[config.mk]
export PLATFORM = sky130hd
export DESIGN_NAME = ibhq_seq
export DESIGN_NICKNAME = d
export VERILOG_FILES = /design/src/rtl/core/ibhq_pkg.sv /design/src/rtl/core/ibhq_seq.sv
export SDC_FILE = /design/constraint.sdc
export NUM_CORES = 1
export LEC_CHECK = 0
export ABC_AREA = 1
export BUFFER_PORTS_ARGS = -buffer_cell sky130_fd_sc_hd__buf_2
export CAP_MARGIN = 20
export CORE_MARGIN = 8
export CORE_UTILIZATION = 60
export CTS_CLUSTER_DIAMETER = 40
export DETAILED_ROUTE_END_ITERATION = 10
export PLACE_DENSITY_LB_ADDON = 0.1
export SETUP_SLACK_MARGIN = 0.02
export SYNTH_ARGS = -nofsm -noshare
export SYNTH_HDL_FRONTEND = slang
export SYNTH_SLANG_ARGS = --single-unit
[constraint.sdc]
create_clock -name clk_i -period 12.7 [get_ports clk_i]
set_input_delay 1.27 -clock clk_i [delete_from_list [all_inputs] [get_ports clk_i]]
set_output_delay 1.27 -clock clk_i [all_outputs]
set_load 0.05 [all_outputs]
[src/rtl/core/ibhq_pkg.sv]
// ----------------------------------------------------------------------------
// ibhq_pkg: shared types and constants for the indexed binary heap queue
// Fixed sizes, command codes and the sequencer-to-memory request struct.
// ----------------------------------------------------------------------------
package ibhq_pkg;

  localparam int unsigned Capacity = 256;
  localparam int unsigned IdW      = 9;
  localparam int unsigned KeyW     = 32;
  localparam int unsigned SlotW    = 9;
  localparam int unsigned CmdW     = 2;

  typedef enum logic [CmdW-1:0] {
    CMD_INSERT = 2'd0,
    CMD_REMOVE = 2'd1,
    CMD_INVERT = 2'd2,
    CMD_QUERY  = 2'd3
  } cmd_e;

  // One write to the heap slot store and one to the position map.
  typedef struct packed {
    logic             heap_we;
    logic [SlotW-1:0] heap_addr;
    logic [IdW-1:0]   heap_id;
    logic [KeyW-1:0]  heap_key;
    logic             pos_we;
    logic [IdW-1:0]   pos_addr;
    logic [SlotW-1:0] pos_data;
  } mem_wr_t;

  // True when key a has strictly higher priority than key b.
  function automatic logic better(input logic [KeyW-1:0] a, input logic [KeyW-1:0] b,
                                  input logic max_first);
    logic lt;
    lt = $signed(a) < $signed(b);
    return max_first ? ($signed(a) > $signed(b)) : lt;
  endfunction

endpackage

[src/rtl/core/ibhq_seq.sv]
// ----------------------------------------------------------------------------
// ibhq_seq: command sequencer with one shared key comparator
// Walks sift-up, sift-down and bottom-up rebuild one memory access per step.
// ----------------------------------------------------------------------------
module ibhq_seq (
  input  logic                       clk_i,
  input  logic                       rst_ni,
  input  logic                       start_i,
  input  logic [ibhq_pkg::CmdW-1:0]  cmd_i,
  input  logic [ibhq_pkg::IdW-1:0]   id_i,
  input  logic [ibhq_pkg::KeyW-1:0]  key_i,
  output logic                       busy_o,
  output logic                       done_o,
  output ibhq_pkg::mem_wr_t          wr_o,
  output logic [ibhq_pkg::SlotW-1:0] heap_raddr_o,
  input  logic [ibhq_pkg::IdW-1:0]   heap_rid_i,
  input  logic [ibhq_pkg::KeyW-1:0]  heap_rkey_i,
  output logic [ibhq_pkg::IdW-1:0]   pos_raddr_o,
  input  logic [ibhq_pkg::SlotW-1:0] pos_rdata_i,
  output logic [ibhq_pkg::SlotW-1:0] count_o,
  output logic [ibhq_pkg::IdW-1:0]   top_id_o,
  output logic [ibhq_pkg::KeyW-1:0]  top_key_o,
  output logic                       present_o,
  output logic [ibhq_pkg::KeyW-1:0]  id_key_o
);
  import ibhq_pkg::*;

  typedef enum logic [17:0] {
    S_IDLE  = 18'h00001, S_POS   = 18'h00002, S_POSW  = 18'h00004,
    S_OLDW  = 18'h00008, S_RLAST = 18'h00010, S_RLW   = 18'h00020,
    S_UPRD  = 18'h00040, S_UPW   = 18'h00080, S_DNL   = 18'h00100,
    S_DNR   = 18'h00200, S_DNLW  = 18'h00400, S_DNRW  = 18'h00800,
    S_INVRD = 18'h01000, S_INVW  = 18'h02000, S_FINR  = 18'h04000,
    S_FINW  = 18'h08000, S_DONE  = 18'h10000, S_QPW   = 18'h20000
  } state_e;

  state_e           state_q, state_d;
  logic [SlotW-1:0] cnt_q, cnt_d;
  logic             maxf_q, maxf_d;
  logic [SlotW-1:0] slot_q, slot_d;
  logic [SlotW-1:0] inv_q, inv_d;
  logic [IdW-1:0]   cid_q, cid_d;
  logic [KeyW-1:0]  ckey_q, ckey_d;
  logic [IdW-1:0]   lid_q, lid_d;
  logic [KeyW-1:0]  lkey_q, lkey_d;
  logic             inv_mode_q, inv_mode_d;
  logic [CmdW-1:0]  cmd_q;
  logic [IdW-1:0]   id_q;
  logic [KeyW-1:0]  key_q;
  logic [IdW-1:0]   topid_q, topid_d;
  logic [KeyW-1:0]  topkey_q, topkey_d;
  logic             pres_q, pres_d;
  logic [SlotW:0]   child2;
  logic             in_range;
  logic             cmp_out;
  logic [KeyW-1:0]  cmp_a, cmp_b;

  assign in_range = (id_q != '0) && (32'(id_q) <= Capacity);
  assign child2   = {slot_q, 1'b0};
  assign cmp_out  = better(cmp_a, cmp_b, maxf_q);

  always_ff @(posedge clk_i or negedge rst_ni) begin
    if (!rst_ni) begin
      state_q <= S_IDLE;
      cnt_q   <= '0;
      maxf_q  <= 1'b0;
    end else begin
      state_q <= state_d;
      cnt_q   <= cnt_d;
      maxf_q  <= maxf_d;
    end
  end

  always_ff @(posedge clk_i) begin
    slot_q <= slot_d; inv_q <= inv_d; cid_q <= cid_d; ckey_q <= ckey_d;
    lid_q <= lid_d; lkey_q <= lkey_d; inv_mode_q <= inv_mode_d;
    topid_q <= topid_d; topkey_q <= topkey_d; pres_q <= pres_d;
    if (start_i) begin
      cmd_q <= cmd_i; id_q <= id_i; key_q <= key_i;
    end
  end

  always_comb begin
    state_d = state_q; cnt_d = cnt_q; maxf_d = maxf_q; slot_d = slot_q;
    inv_d = inv_q; cid_d = cid_q; ckey_d = ckey_q; lid_d = lid_q; lkey_d = lkey_q;
    inv_mode_d = inv_mode_q; topid_d = topid_q; topkey_d = topkey_q;
    pres_d = pres_q;
    wr_o = '0; heap_raddr_o = slot_q; pos_raddr_o = id_q;
    cmp_a = ckey_q; cmp_b = heap_rkey_i;
    done_o = 1'b0;
    case (state_q)
      S_IDLE: begin
        if (start_i) state_d = S_POS;
      end
      S_POS: begin
        inv_mode_d = 1'b0;
        heap_raddr_o = '0;
        case (cmd_e'(cmd_q))
          CMD_INSERT: state_d = in_range ? S_POSW : S_FINR;
          CMD_REMOVE: begin
            if (cnt_q == '0) state_d = S_FINR;
            else begin
              heap_raddr_o = SlotW'(1);
              state_d = S_RLAST;
            end
          end
          CMD_INVERT: begin
            maxf_d = !maxf_q;
            inv_d = cnt_q >> 1;
            inv_mode_d = 1'b1;
            state_d = (cnt_q >> 1) != '0 ? S_INVRD : S_FINR;
          end
          default: state_d = S_FINR;
        endcase
      end
      S_POSW: begin
        // pos read is out; fetch the current slot contents if present
        if (pos_rdata_i != '0) begin
          slot_d = pos_rdata_i;
          heap_raddr_o = pos_rdata_i;
          state_d = S_OLDW;
        end else begin
          cnt_d = cnt_q + 1'b1;
          slot_d = cnt_q + 1'b1;
          cid_d = id_q; ckey_d = key_q;
          state_d = S_UPRD;
        end
        cid_d = id_q; ckey_d = key_q;
      end
      S_OLDW: begin
        cmp_a = key_q; cmp_b = heap_rkey_i;
        state_d = cmp_out ? S_UPRD : S_DNL;
      end
      S_RLAST: begin
        // root id was read; unmap it and read the last slot
        wr_o.pos_we = 1'b1; wr_o.pos_addr = heap_rid_i; wr_o.pos_data = '0;
        heap_raddr_o = cnt_q;
        state_d = S_RLW;
      end
      S_RLW: begin
        cid_d = heap_rid_i; ckey_d = heap_rkey_i;
        cnt_d = cnt_q - 1'b1;
        slot_d = SlotW'(1);
        state_d = (cnt_q - 1'b1) != '0 ? S_DNL : S_FINR;
      end
      S_UPRD: begin
        if (slot_q > SlotW'(1)) begin
          heap_raddr_o = slot_q >> 1;
          state_d = S_UPW;
        end else state_d = S_FINW;
      end
      S_UPW: begin
        if (cmp_out) begin
          wr_o.heap_we = 1'b1; wr_o.heap_addr = slot_q;
          wr_o.heap_id = heap_rid_i; wr_o.heap_key = heap_rkey_i;
          wr_o.pos_we = 1'b1; wr_o.pos_addr = heap_rid_i; wr_o.pos_data = slot_q;
          slot_d = slot_q >> 1;
          state_d = S_UPRD;
        end else state_d = S_FINW;
      end
      S_DNL: begin
        if (child2 > {1'b0, cnt_q}) state_d = S_FINW;
        else begin
          heap_raddr_o = child2[SlotW-1:0];
          state_d = S_DNR;
        end
      end
      S_DNR: begin
        lid_d = heap_rid_i; lkey_d = heap_rkey_i;
        if (child2 + 1'b1 <= {1'b0, cnt_q}) begin
          heap_raddr_o = SlotW'(child2 + 1'b1);
          state_d = S_DNRW;
        end else state_d = S_DNLW;
      end
      S_DNLW: begin
        cmp_a = lkey_q; cmp_b = ckey_q;
        if (cmp_out) begin
          wr_o.heap_we = 1'b1; wr_o.heap_addr = slot_q;
          wr_o.heap_id = lid_q; wr_o.heap_key = lkey_q;
          wr_o.pos_we = 1'b1; wr_o.pos_addr = lid_q; wr_o.pos_data = slot_q;
          slot_d = child2[SlotW-1:0];
          state_d = S_DNL;
        end else state_d = S_FINW;
      end
      S_DNRW: begin
        cmp_a = heap_rkey_i; cmp_b = lkey_q;
        if (cmp_out) begin
          // right child wins the pick; stash it as the candidate
          lid_d = heap_rid_i; lkey_d = heap_rkey_i;
          slot_d = slot_q;
          state_d = S_QPW;
        end else state_d = S_DNLW;
      end
      S_QPW: begin
        cmp_a = lkey_q; cmp_b = ckey_q;
        if (cmp_out) begin
          wr_o.heap_we = 1'b1; wr_o.heap_addr = slot_q;
          wr_o.heap_id = lid_q; wr_o.heap_key = lkey_q;
          wr_o.pos_we = 1'b1; wr_o.pos_addr = lid_q; wr_o.pos_data = slot_q;
          slot_d = SlotW'(child2 + 1'b1);
          state_d = S_DNL;
        end else state_d = S_FINW;
      end
      S_INVRD: begin
        heap_raddr_o = inv_q;
        slot_d = inv_q;
        state_d = S_INVW;
      end
      S_INVW: begin
        cid_d = heap_rid_i; ckey_d = heap_rkey_i;
        state_d = S_DNL;
      end
      S_FINW: begin
        wr_o.heap_we = 1'b1; wr_o.heap_addr = slot_q;
        wr_o.heap_id = cid_q; wr_o.heap_key = ckey_q;
        wr_o.pos_we = 1'b1; wr_o.pos_addr = cid_q; wr_o.pos_data = slot_q;
        if (inv_mode_q && inv_q > SlotW'(1)) begin
          inv_d = inv_q - 1'b1;
          state_d = S_INVRD;
        end else state_d = S_FINR;
      end
      S_FINR: begin
        heap_raddr_o = SlotW'(1);
        pos_raddr_o = id_q;
        state_d = S_DONE;
      end
      S_DONE: begin
        // root and position are out; fetch the id's key next
        topid_d = (cnt_q != '0) ? heap_rid_i : '0;
        topkey_d = (cnt_q != '0) ? heap_rkey_i : '0;
        pres_d = in_range && (pos_rdata_i != '0);
        heap_raddr_o = pos_rdata_i;
        slot_d = '0;
        state_d = S_IDLE;
        done_o = 1'b1;
      end
      default: state_d = S_IDLE;
    endcase
  end

  // id key arrives in the cycle after done; output stage samples it then
  assign busy_o  = state_q != S_IDLE;
  assign count_o = cnt_q;
  assign top_id_o = topid_q;
  assign top_key_o = topkey_q;
  assign present_o = pres_q;
  assign id_key_o = pres_q ? heap_rkey_i : '0;
endmodule

== Word level (Yosys, flattened, before mapping) ==
Cells that the tools add are included.

* Bits in registers: 214
* Output and inout bits: 173

* Add/sub/neg operators: 4
* $lt $le $gt $ge: 7
* Equal/unequal tests: 29
* Mux-type cells: 49
* Reduce and logical (&&, ||, !) cells: 23

{| class="wikitable"
|+ Operators by type and width
! cell !! count
|-
| $pmux 18 s16 || 1
|-
| $pmux 32 s2 || 3
|-
| $pmux 51 s3 || 1
|-
| $mux 70 || 2
|-
| $mux 9 || 13
|-
| $pmux 32 s3 || 1
|-
| $pmux 9 s9 || 1
|-
| $pmux 19 s4 || 1
|-
| $mux 15 || 5
|-
| $pmux 9 s2 || 4
|-
| $mux 16 || 4
|-
| $mux 32 || 2
|-
| $pmux 9 s7 || 1
|-
| $pmux 15 s3 || 1
|-
| $reduce_bool 9->1 || 5
|-
| $mux 18 || 2
|-
| $gt 32x32->1 || 1
|-
| $lt 32x32->1 || 1
|-
| $eq 18x1->1 const B || 1
|-
| $eq 18x10->1 const B || 1
|-
| $eq 18x11->1 const B || 1
|-
| $eq 18x12->1 const B || 1
|-
| $eq 18x13->1 const B || 1
|-
| $eq 18x14->1 const B || 1
|-
| 37 further kinds || 57
|}

== Longest topological paths before layout ==
* Depth in word-level cells: 7
* Depth in mapped cells: 32

== Worst setup path before layout ==
No wires, ideal clock.

* Path kind: reg2reg
* Start: register state_q[15]
* End: register lid_q[0], enable pin
* Library setup time: 496 ps
* Arrival: 5862 ps
* Required time: 12204 ps
* Slack: 6342 ps
* Stages on the path, launching flop included: 25
* Path buffers: 1
* Cell sequence: dfrtp_1 nor2_2 nand2_2 nor2_8 inv_4 nor2_2 nand3_2 nand2_4 nor2_4 inv_2 nor2_4 inv_2 buf_6 o21ai_1 ha_1 nand2_1 nor2_1 nand4_1 nor2_1 nand2_1 nand2_1 nand2_1 nand3_1 nand2_2 o21ai_0

* Word-level cells in the longest chain between the ends: 7

{| class="wikitable"
|+ RTL lines
! item !! RTL line !! source
|-
| from (decl) || ibhq_seq.sv:37 || <nowiki>state_e state_q, state_d;</nowiki>
|-
| from (signal assigned) || ibhq_seq.sv:68 || <nowiki>state_q <= state_d;</nowiki>
|-
| $eq 18x18->1 / $eq 18x11->1 (equally long branches) || ibhq_seq.sv:91 || <nowiki>case (state_q)</nowiki>
|-
| $reduce_or 2->1 (no source line) || - ||
|-
| $pmux 32 s3 / $pmux 32 s2 (equally long branches) || ibhq_seq.sv:91 ||
|-
| $lt 32x32->1 / $gt 32x32->1 (equally long branches) || ibhq_pkg.sv:35, ibhq_pkg.sv:36 ||
|-
| $mux 1 || ibhq_pkg.sv:36 || <nowiki>return max_first ? ($signed(a) > $signed(b)) : lt;</nowiki>
|-
| $ne 2x2->1 (no source line) || - ||
|-
| $reduce_and 2->1 (no source line) (*) || - ||
|-
| to (signal assigned) || ibhq_seq.sv:76 || <nowiki>lid_q <= lid_d; lkey_q <= lkey_d; inv_mode_q <= inv_mode_d;</nowiki>
|-
| to (decl) || ibhq_seq.sv:44 || <nowiki>logic [IdW-1:0] lid_q, lid_d;</nowiki>
|}

Mark *: on every way between the ends. The rest lies on a longest branch, timed or not.
A chain may end at the register's enable or synchronous reset.

==> impl_metrics.toml <==
[logic_synthesis]
yosysUniqueCellTypes = 51
synth_edf_count = 186
netlist_area_mm2 = 0.0131
yosys_register_bits = 214
synth_top_flop_cell = "edfxtp_1"
synth-async-reset-ratio = 0.131
syn_avg_cell_area_um2 = 8.29
synthesis.nets = 1724
yosys_warnings = 0
syn-instance-count = 1582
ys_seq_area_frac = 0.479

[clocking]
htree_levels = 2
clock_sinks = 214
cts_made_buffers = 37
cts-root-buf = "clkbuf_16"
cts_tree = "built"
cts_resized = 0
hold_buffers = 0
clk_latency_ps = 540
path_clk_slew_ps = 50
post-cts-setup-buffers = 0
cts_buffer_depth = 3

[placed_design]
port-buffer-count = 268
place_congestion = 0.945
hpwl_um = 30000

[setup_path]
startpoint_type = "flip-flop"
rr_startpoint = "state_q[0]"
rrSetupSlack_ps = 5910
required_ps = 11430
crit_start = "state_q[0]"
worst-endpoint-arrival_ps = 7490
crit_fanout = 35
crit_path_end_kind = "output port"
worst-r2r-cell-count = 24
crit_type = "reg2out"

[sta]
finalClockSkew_ps = 32.4
max_slew_margin = 0.331
setup-tns-final_ps = 0
period_minus_slack_ps = 8760
rsz0062_at_grt = "false"
final-hold-violation-count = 0
max_slew.worst_pin.slew_ps = 1000
final-setup-viol-count = 0
period_share = 0.690
fmax_mhz = 114
slew_viol_final = 0

[global_route]
grt_pass1_wl_um = 67200
grt_max_degree = 50
overflow = 0
antenna_found_initial = 0
grt_usage = 0.319
grt_pass1_vias = 12600

[finish]
fin_nets = 1987
n_antenna_cell = 0
areaGrowthSynthToFinish_pct = 22.2
mostFrequentLayoutCell = "nand2_1"
drive_above_1_share = 0.217
fin_util = 0.741
mostFrequentLayoutCells = "nand2_1 (375), buf_2 (268), inv_1 (229)"
n_fill_cell = 1642

[drt]
postRouteAntennaNets = 0
post-route-drc-count = 0
wire_per_inst_um = 20.2
first_pass_iters = 7
drtIter0Drc = 1638
vias = 12600
vias_per_cell = 5.85
wirelength_um = 43600

[floorplanning]
die_h_um = 164
row_count = 54
boundaryPins = 269
die_w_um = 164
coreArea_mm2 = 0.0216
die-area_mm2 = 0.0268
start_util = 0.606

[power_and_ir_drop]
ir_drop_v = 0.000135
p_leak_nw = 7.94
powerDensity_mw_per_mm2 = 149

[min_path]
hp-start = "maxf_q"
hold_class = "reg2reg"
whs_path_depth = 1

[job]
maxCapViolCount = 0

[outcome]
status = "finished clean"
-- flip-flops by register name (all words and copies together) (netlist names), 18 cells and up --
name,flops
ckey_q,32
key_q,32
lkey_q,32
state_q,18
top_key_o,32
-- report_power, final --
part / switching (W) / leakage, nW / total [W] / internal, W
registers: 0.0000428 / 2.07 / 0.000852 / 0.000809
clock network: 0.000381 / 0.663 / 0.00109 / 0.000704
logic: 0.000329 / 5.22 / 0.000445 / 0.000116
-- stage by stage --
step           area, um^2  hold WS (ps)  cells  power [W]  setup WS (ps)
3_5_place_dp        14600           497   2081    0.00130           4700
4_1_cts             15900           508   2149    0.00238           4130
6_report            16000           512   2154    0.00238           3940
3_3_place_gp        14600           483   2080    0.00129           5020
5_1_grt             16000           533   2154    0.00245           3500
2_1_floorplan       13100           441   1582    0.00115           6340
-- worst max-delay path, stage by stage, from the launching register on --
cell	delay (ps)
dfstp_2	530
nor2_2	50
nand2_2	160
nor2_4	90
nand2_1	90
inv_1	60
nand2_2	600
inv_2	410
nor2_4	870
inv_2	110
nor2_4	410
inv_2	280
o21ai_1	210
ha_1	240
nand2_1	90
nor2_1	150
nand4_1	130
nor2_1	230
nand2_1	150
nand2_1	100
nand2_1	50
nand3_1	130
nand2_2	140
inv_2	600
nand2_2	450
a21oi_1	250
buf_2	290
-- cells in the mapped netlist, types with 9 or more instances --
cell type / count / area share
nand2_1: 376 / 0.11
inv_1: 230 / 0.066
edfxtp_1: 186 / 0.43
nor2_1: 183 / 0.052
nand3_1: 84 / 0.032
a21oi_1: 70 / 0.027
o21ai_0: 50 / 0.019
ha_1: 46 / 0.044
o21ai_1: 46 / 0.018
a221oi_1: 37 / 0.025
o22ai_1: 29 / 0.014
dfrtp_1: 27 / 0.052
clkbuf_1: 23 / 0.0066
buf_2: 22 / 0.0084
nor3_1: 17 / 0.0065
xor2_1: 16 / 0.011
nand4_1: 15 / 0.0072
inv_2: 13 / 0.0037
a221oi_2: 10 / 0.011
nor2_2: 10 / 0.0048
buf_6: 9 / 0.0077
-- final cells by class --
type                            instances  area (um^2)  area share
Sequential cell                       214         6290       0.392
Multi-Input combinational cell       1060         5590       0.349
Timing Repair Buffer                  280         1500      0.0938
Clock buffer                           45         1020      0.0635
Inverter                              252          948      0.0592
Tap cell                              280          350      0.0219
Clock inverter                         23          335      0.0209
-- path summary, 6_finish.rpt --
| kind | end |
|---|---|
| worst max-delay path | wr_o[62] |
| worst min-delay path | maxf_q |
| worst max register to register | lkey_q[25] |
| worst min register to register | maxf_q |
| max in group asynchronous | count_o[4] |
| min in group asynchronous | state_q[6] |
-- cells by family after synthesis --
kind of cell,after synthesis,share of synthesized area
simple gates,718,0.234
buf+inv,308,0.0962
compound gates,275,0.133
flops,214,0.479
fa+ha+maj,46,0.0439
xor+xnor,19,0.0127
mux,2,0.00153
-- layer usage --
metal	vias up	GRT usage	share of wire	wire length (um)
met5	-	0	0	0
met4	0	0.120	0.030	1300
met3	112	0.0772	0.11	5000
met2	784	0.508	0.46	20100
met1	5843	0.417	0.40	17200
li1	5864	-	-	-
No activity file was read; power rests on OpenSTA's default activity.
